`config.mk`:
```
export PLATFORM = sky130hd
export DESIGN_NAME = rlc_front
export DESIGN_NICKNAME = d
export VERILOG_FILES = /design/src/design/rlc_pkg.sv /design/src/design/rlc_front.sv
export SDC_FILE = /design/constraint.sdc
export NUM_CORES = 1
export LEC_CHECK = 0
export BUFFER_PORTS_ARGS = -buffer_cell sky130_fd_sc_hd__buf_2
export CORE_ASPECT_RATIO = 1.5
export CORE_MARGIN = 2
export CORE_UTILIZATION = 55
export CTS_CLUSTER_SIZE = 25
export DETAILED_ROUTE_END_ITERATION = 8
export PLACE_DENSITY = 0.83
export SLEW_MARGIN = 20
export SYNTH_ARGS = -nofsm -noshare
export SYNTH_HDL_FRONTEND = slang
export SYNTH_SLANG_ARGS = --single-unit
```
`constraint.sdc`:
```
create_clock -name clk -period 4.25 [get_ports clk]
set_input_delay 0.425 -clock clk [delete_from_list [all_inputs] [get_ports clk]]
set_output_delay 0.425 -clock clk [all_outputs]
set_load 0.01 [all_outputs]
```
`src/design/rlc_pkg.sv`:
```
package rlc_pkg;

	localparam int RLC_MAX_CELLS = 64;
	localparam int RLC_PW = 21;
	localparam int RLC_CWW = 16;

	// one queued cell word
	typedef struct packed {
		logic signed [RLC_PW-1:0] global_x;
		logic [RLC_CWW-1:0] cell_width;
		logic last_cell;
	} cell_t;

	// row configuration seen by the back end
	typedef struct packed {
		logic signed [RLC_PW-1:0] row_left;
		logic signed [RLC_PW-1:0] row_right;
		logic signed [RLC_PW-1:0] row_y;
	} row_cfg_t;

endpackage

```
`src/design/rlc_front.sv`:
```
module rlc_front import rlc_pkg::*; (
	input logic clk,
	input logic arst_n,
	input logic in_valid,
	output logic in_stall,
	input cell_t in_word,
	output logic q_valid,
	output cell_t q_word,
	input logic q_pop
);

	cell_t buf_q [2];
	logic wr_q;
	logic rd_q;
	logic [1:0] cnt_q;
	logic push;
	logic pop;

	assign in_stall = (cnt_q == 2'd2);
	assign push = in_valid && !in_stall;
	assign pop = q_pop && q_valid;
	assign q_valid = (cnt_q != 2'd0);
	assign q_word = buf_q[rd_q];

	// two-word queue between intake and the sequencer
	always_ff @(posedge clk or negedge arst_n) begin
		if (!arst_n) begin
			wr_q <= 1'b0;
			rd_q <= 1'b0;
			cnt_q <= 2'd0;
		end else begin
			if (push) begin
				wr_q <= !wr_q;
			end
			if (pop) begin
				rd_q <= !rd_q;
			end
			if (push && !pop) begin
				cnt_q <= cnt_q + 2'd1;
			end else if (pop && !push) begin
				cnt_q <= cnt_q - 2'd1;
			end
		end
	end

	// payload storage
	always_ff @(posedge clk) begin
		if (push) begin
			buf_q[wr_q] <= in_word;
		end
	end

endmodule

```
# Yosys cells after proc, flatten, opt, wreduce, memory -nomap -nowiden
# Memories as Yosys holds them, arrays and structs flattened.
# Cells that the tools add are included.
# word_totals
reg_bits,4
ram_bits,76
inputBits,42
out_inout_bits,40
elab_cells,22
memories,1
# memory_table
memory,depth,word_bits,rd,rd_clocked_by_memory_dff,wr,line,source
buf_q,2,38,1,0,1,rlc_front.sv:12,cell_t buf_q [2];
# classes
add_sub_neg,2
n_eq_ne,1
muxes,4
n_reduce_logical,11
# op_table
op,count
$logic_not A1 Y1,5
$logic_and A1 B1 Y1,4
$mux W2,2
$reduce_bool A2 Y1,2
$add A2 B1 Y2 const B,1
$eq A2 B2 Y1 const B,1
$mux W1,2
$sub A2 B1 Y2 const B,1

# Depth between registers and ports, before layout
# Gate-level depths: netlist (run 1).
# logic_depth
word_depth,7
mapped_depth,7
depth_no_buf,7

# Worst setup path before layout (run 1)
# No wires, ideal clock.
# synth_timing
path_kind,register to register
from,reg cnt_q[0]
to,mem buf_q[0][0] (netlist bit) (enable)
setup_ns,0.433
arrival_ns,2.226
required_ns,3.817
slack_ns,1.591
path_stages_with_launch,4
n_path_buf,0
path_cell_list,dfrtp_1 > nand2b_1 > nand2_1 > nor2_1
# synth_via
elab_chain_cells,5
# synth_lines
element,line,source
from (decl),rlc_front.sv:15,logic [1:0] cnt_q;
from (signal assigned),rlc_front.sv:39,cnt_q <= cnt_q + 2'd1;
from (signal assigned),rlc_front.sv:41,cnt_q <= cnt_q - 2'd1;
$eq A2 B2 Y1,rlc_front.sv:19,assign in_stall = (cnt_q == 2'd2);
$logic_not A1 Y1,rlc_front.sv:20,assign push = in_valid && !in_stall;
$logic_and A1 B1 Y1,rlc_front.sv:20,
$mux W1,rlc_front.sv:48,if (push) begin
$mux W1 (not written as such),rlc_front.sv:49,buf_q[wr_q] <= in_word;
to (decl),rlc_front.sv:12,
# No other way between the ends.

==> results.json, run 1 <==
{
  "power.total_mw": 2.42,
  "synth_most_common_cell": "edfxtp_1",
  "cts_sinks": 80,
  "ys_warn_count": 0,
  "crit_buf_inv": 1,
  "postCtsSetupRepairBufs": 0,
  "internal-power_mw": 1.73,
  "final_nets": 270,
  "grt_pass1_vias": 1506,
  "slew-limit-headroom": 0.365,
  "hp-class": "in -> reg",
  "min_period_ps": 2340,
  "power_density_nw_per_um2": 661,
  "r2r_cells": 2,
  "syn_avg_cell_area_um2": 21.8,
  "grt_pass1_wl_mm": 6.98,
  "path_cells": "mux2_2 > buf_2",
  "drv_cap": 0,
  "yosys-top-cells-area": "edfxtp_1 (76%), mux2_2 (11%), mux2_4 (5.0%)",
  "grt_max_degree": 40,
  "p_comb_frac": 0.293,
  "synth_flop_cell": "edfxtp_1",
  "rows": 32,
  "start_util": 0.574,
  "hold_end": "buf_q[0][11]$_DFFE_PP_",
  "whs_path_depth": 1,
  "dp_hpwl_mm": 3.12,
  "vias": 1499,
  "dr.pass1.iters": 4,
  "n_antenna_cell": 0,
  "critPathMaxFanout": 39,
  "port_buffers": 81,
  "rrSetupSlack_ps": 2490,
  "dieWidth_um": 64.2,
  "cts-root-buf": "clkbuf_8",
  "synth-edff-count": 76,
  "grtUsageTotal": 0.165,
  "netlist.area_leader.share": 0.763,
  "synth_nets": 180,
  "max_freq_mhz": 428,
  "synthCells": 137,
  "cp-start-kind": "flip-flop",
  "post_cts_resized": 0,
  "p_leak_nw": 1.43,
  "end_kind": "output pin",
  "avgViaCountPerCell": 5.00,
  "worstSetupPathType": "reg -> out",
  "n_fill_cell": 361,
  "holdBufCountCts": 1,
  "swShare": 0.287,
  "synthTopCellsByCount": "edfxtp_1 (76), mux2_2 (28), mux2_4 (10), dfrtp_1 (4), xnor2_1 (3)",
  "ioPinCount": 82,
  "crit_required_ps": 3830,
  "worst_pin_slew_ps": 952,
  "seq_area_frac_synth": 0.797,
  "hold-worst-slack_ps": 269,
  "fin_skew_ps": 7.37,
  "globalplace.congestion": 0.665,
  "finalNonFillerCells": 300,
  "wl_per_cell_um": 15.7,
  "hold_viol": 0,
  "yosysTopAreaCell": "edfxtp_1",
  "crit_family": "flip-flops",
  "cts_buffers": 9,
  "netSwitchingPower_mw": 0.695,
  "finalMaxSlewViolations": 0,
  "dp_cells": 282,
  "clkPwrFrac": 0.207,
  "first_iter_violations": 54,
  "slowest_stage": "dfrtp_2",
  "gr-total-overflow": 0,
  "die-area_um2": 6050,
  "cts_tree": "yes",
  "core_area_um2": 5200,
  "drt_wl_total_mm": 4.72,
  "p_seq_frac": 0.501,
  "critPathMaxStageDelay_ps": 990,
  "clockBufferDepth": 2,
  "drc_errors": 0,
  "final.setup.tns_ps": 0,
  "setup-violations-final": 0,
  "min_from": "in_word[11]",
  "ys_async_sr_fraction": 0.0500,
  "area_growth_pct": 22.6,
  "synth_area_um2": 2990,
  "timing.rr.start": "cnt_q[0]$_DFFE_PN0P_",
  "insertion_delay_ps": 340,
  "timing.rr.end": "buf_q[1][33]$_DFFE_PP_",
  "h-tree-depth": 3,
  "die_h_um": 94.3,
  "ir_worst_vdd_v": 0.000497,
  "synth.distinct_cells": 17,
  "drive_gt1_frac": 0.586,
  "ant_nets": 0,
  "antenna_found_initial": 0,
  "final_util": 0.704,
  "path_clk_slew_ps": 70,
  "rsz0062_at_grt": "no",
  "status": "completed",
  "fin_crit_sh": 0.550,
  "ys_seq_elements": 80,
  "critPathArrivalTime_ps": 1910
}
-- layer usage --
metal	GRT usage	up-vias	wire length, um
met5	0	-	0
met1	0.172	730	1710
met3	0.0480	10	216
li1	-	708	-
met2	0.286	51	2690
met4	0.106	0	99
-- power by group through the flow --
stage	combinational [mW]	clock, mW	sequential (mW)
2_1_floorplan	0.552	0	1.14
3_3_place_gp	0.692	0	1.22
3_5_place_dp	0.698	0	1.24
4_1_cts	0.701	0.517	1.22
5_1_grt	0.768	0.539	1.24
6_report	0.709	0.500	1.21
-- registers in the layout, indices dropped and copies added, names as in the netlist --
name   count
wr_q       1
rd_q       1
cnt_q      2
buf_q     76
-- worst max path at each step --
stage	from	to	slack, ps	depth (start not counted)
global placement	rd_q$_DFFE_PN0P_	q_word[33]	2230	2
finish	rd_q$_DFFE_PN0P_	q_word[28]	1910	2
global route	rd_q$_DFFE_PN0P_	q_word[28]	1830	2
CTS	rd_q$_DFFE_PN0P_	q_word[28]	1870	2
detailed placement	rd_q$_DFFE_PN0P_	q_word[33]	2260	2
floorplan	cnt_q[0]$_DFFE_PN0P_	buf_q[0][0]$_DFFE_PP_	1590	3
-- stage by stage --
stage               worst slack [ps]  cell area (um^2)
finish                          1910              3660
global route                    1830              3660
CTS                             1870              3640
detailed placement              2260              3450
global placement                2230              3450
floorplan                       1590              2990
-- logic make-up after synthesis --
logic type,synth area share
flip-flops,0.797
adder cells (fa/ha/maj),0.00419
AND/OR/NAND/NOR,0.0121
buffers and inverters,0.0163
multiplexers,0.156
XOR/XNOR,0.0147
-- cells in the final DEF (no fill, tap or decap), types with 2 or more instances in the layout --
| cell type | n |
|---|---|
| mux2_2 | 28 |
| mux2_4 | 10 |
| xnor2_1 | 3 |
| clkbuf_8 | 9 |
| dfrtp_1 | 3 |
| clkinv_1 | 4 |
| xor2_1 | 2 |
| buf_2 | 81 |
| inv_1 | 2 |
| edfxtp_1 | 76 |
-- area by class of cell --
type                    count  area [um^2]  share of cell area
flip-flops and latches     80         2380               0.651
multi-input cells          51          567               0.155
repair buffers             83          443               0.121
clock buffers              10          128              0.0348
well taps                  68         85.1              0.0232
clock inverters             6         50.0              0.0137
inverters                   2         7.51             0.00205
No activity file was read; power rests on OpenSTA's default activity.
==> run 2: changes to the inputs <==
--- a/config.mk
+++ b/config.mk
@@ -5,13 +5,14 @@
 export SDC_FILE = /design/constraint.sdc
 export NUM_CORES = 1
 export LEC_CHECK = 0
+export ABC_AREA = 1
 export BUFFER_PORTS_ARGS = -buffer_cell sky130_fd_sc_hd__buf_2
 export CORE_ASPECT_RATIO = 1.5
 export CORE_MARGIN = 2
-export CORE_UTILIZATION = 55
+export CORE_UTILIZATION = 46
 export CTS_CLUSTER_SIZE = 25
 export DETAILED_ROUTE_END_ITERATION = 8
-export PLACE_DENSITY = 0.83
+export PLACE_DENSITY = 0.74
 export SLEW_MARGIN = 20
 export SYNTH_ARGS = -nofsm -noshare
 export SYNTH_HDL_FRONTEND = slang
==> constraint.sdc (replaced) <==
create_clock -name clk -period 2.1 [get_ports clk]
set_input_delay 0.21 -clock clk [delete_from_list [all_inputs] [get_ports clk]]
set_output_delay 0.21 -clock clk [all_outputs]
set_load 0.01 [all_outputs]
==> run 2 against run 1 <==
Cell area increased by 1.5%; clock skew shrank 1.1 ps; global-route usage decreased by 1.5 points; critical path depth increased by 2; sequential share of layout area fell by 1.0 points; routed wire length increased by 5.8%; via count increased by 24%; largest power group unchanged.
==> results.json, run 2 <==
{
  "end_kind": "output pin",
  "finalNonFillerCells": 400,
  "gr-total-overflow": 0,
  "power_density_nw_per_um2": 1380,
  "hold-worst-slack_ps": 53.3,
  "clockBufferDepth": 2,
  "grt_max_degree": 40,
  "grt-busiest-layer": "met2",
  "r2r_cells": 6,
  "synth_mux_area_frac": 0,
  "drv_cap": 0,
  "rsz0062_at_grt": "no",
  "drc_errors": 0,
  "worst_pin_slew_ps": 651,
  "die_h_um": 103,
  "rrSetupSlack_ps": 620,
  "synth_simple_gate_area_frac": 0.167,
  "synth_compound_area_frac": 0.00168,
  "avgViaCountPerCell": 4.66,
  "area_growth_pct": 24.7,
  "critPathArrivalTime_ps": 1570,
  "dp_cells": 382,
  "p_leak_nw": 1.65,
  "netlist.area_leader.share": 0.765,
  "wl_per_cell_um": 12.5,
  "synth_most_common_cell": "nand2_1",
  "critPathMaxFanout": 39,
  "h-tree-depth": 3,
  "globalplace.congestion": 0.633,
  "synth_nets": 273,
  "ys_warn_count": 0,
  "hold_viol": 0,
  "hp-class": "in -> reg",
  "cts_buffers": 9,
  "start_util": 0.480,
  "largestRegisters": "buf_q (76), cnt_q (2)",
  "yosysTopAreaCell": "edfxtp_1",
  "ys_seq_elements": 80,
  "final_cell_mix": "nand2_1 (125), buf_2 (81), edfxtp_1 (76)",
  "synth-xor-area-share": 0.00294,
  "drive_gt1_frac": 0.320,
  "cp-start-kind": "flip-flop",
  "slew-limit-headroom": 0.565,
  "dp_hpwl_mm": 3.40,
  "ir_worst_vdd_v": 0.000722,
  "path_clk_slew_ps": 80,
  "min_period_ps": 1780,
  "yosys-top-cells-area": "edfxtp_1 (77%), nand2_1 (16%), dfrtp_1 (3.4%)",
  "antenna_found_initial": 1,
  "grt.met1_usage": 0.138,
  "fin_crit_sh": 0.850,
  "dieWidth_um": 69.8,
  "ys_async_sr_fraction": 0.0500,
  "die-area_um2": 7160,
  "setup-violations-final": 0,
  "largest_reg_flops": 76,
  "grt_use_met3": 0.0528,
  "cts_tree": "yes",
  "cts-root-buf": "clkbuf_8",
  "synth.distinct_cells": 13,
  "synthTopCellsByCount": "nand2_1 (125), edfxtp_1 (76), inv_1 (7), buf_2 (5), dfrtp_1 (4)",
  "synth_area_um2": 2980,
  "finalMaxSlewViolations": 0,
  "status": "completed",
  "synth_flop_cell": "edfxtp_1",
  "final.setup.tns_ps": 0,
  "vias": 1865,
  "final_nets": 363,
  "ioPinCount": 82,
  "synth_top_family_by_area": "simple AND/OR/NAND/NOR gates",
  "rows": 35,
  "grt_util_met2": 0.278,
  "grtUsageTotal": 0.150,
  "drt_wl_total_mm": 4.99,
  "synth_adder_area_share": 0.00419,
  "syn_avg_cell_area_um2": 13.0,
  "crit_required_ps": 1890,
  "fin_skew_ps": 6.30,
  "grt_pass1_wl_mm": 7.83,
  "synthCells": 230,
  "cts_sinks": 80,
  "whs_path_depth": 1,
  "dr.pass1.iters": 4,
  "post_cts_resized": 0,
  "synth-edff-count": 76,
  "max_freq_mhz": 560,
  "top_register": "buf_q",
  "grt_pass1_vias": 1830,
  "final_common_cell": "nand2_1",
  "insertion_delay_ps": 340,
  "port_buffers": 81,
  "first_iter_violations": 62,
  "core_area_um2": 6220,
  "seq_area_frac_synth": 0.799,
  "ant_nets": 0,
  "worstSetupPathType": "reg -> out"
}
## run 2: cell types whose count changed after synthesis, sizes merged, moves of 2 or more
cell and change:
xor2 -2, buf +4, mux2 -38, inv +6, nand3 +2, nand2 +123
xnor2 -2
## run 2: what timing repair did
| item | CTS | global route |
|---|---|---|
| hold buffers | 1 | 0 |
| buffers inserted | 0 | 0 |
| endpoints found under the hold margin | 4 | 0 |
| endpoints found under the setup margin | 0 | 0 |
## run 2: routing by layer
| layer | vias to the layer above | share of wire |
|---|---|---|
| met5 | - | 0 |
| met4 | 0 | 0.028 |
| met3 | 11 | 0.079 |
| met2 | 62 | 0.54 |
| met1 | 845 | 0.35 |
| li1 | 947 | - |
## run 2: logic make-up after synthesis
logic type / Yosys count
AND/OR/NAND/NOR: 131
buffers and inverters: 16
XOR/XNOR: 1
flip-flops: 80
adder cells (fa/ha/maj): 1
AO/OA/AOI/OAI: 1
## run 2: area by class of cell
class,instances,area [um^2]
diodes,1,2.50
clock buffers,10,138
clock inverters,6,91.3
fillers,494,2500
inverters,8,30.0
multi-input cells,134,531
flip-flops and latches,80,2380
well taps,74,92.6
repair buffers,87,453
## run 2: path summary, 6_finish.rpt
kind,from,to
max in group asynchronous,arst_n,wr_q$_DFFE_PN0N_
min,in_word[16],buf_q[1][16]$_DFFE_PP_
min in group asynchronous,arst_n,rd_q$_DFFE_PN0P_
max,rd_q$_DFFE_PN0P_,q_word[18]
min reg2reg,cnt_q[1]$_DFFE_PN0P_,cnt_q[1]$_DFFE_PN0P_
max reg2reg,cnt_q[1]$_DFFE_PN0P_,buf_q[0][7]$_DFFE_PP_
## run 2: critical path, cell delays in order, from the launching register on
cell and delay (ps):
dfrtp_1 390, inv_2 490, nand2_1 100, nand2_1 110, buf_2 130
## run 2: through the flow
step	worst slack [ps]	power, mW	util	area, um^2
2_1_floorplan	123	3.34	-	2990
3_3_place_gp	626	3.95	0.559	3480
4_1_cts	272	5.22	0.598	3720
5_1_grt	169	5.50	0.598	3720
6_report	315	5.14	0.598	3720
3_5_place_dp	607	3.98	0.559	3480
## run 2: where the power goes
part	switching (mW)	internal, mW	total (mW)	leakage, nW
clock	0.522	0.707	1.23	0.117
combinational	1.08	0.562	1.64	0.779
sequential	0.0919	2.18	2.27	0.755
total	1.70	3.44	5.14	1.65
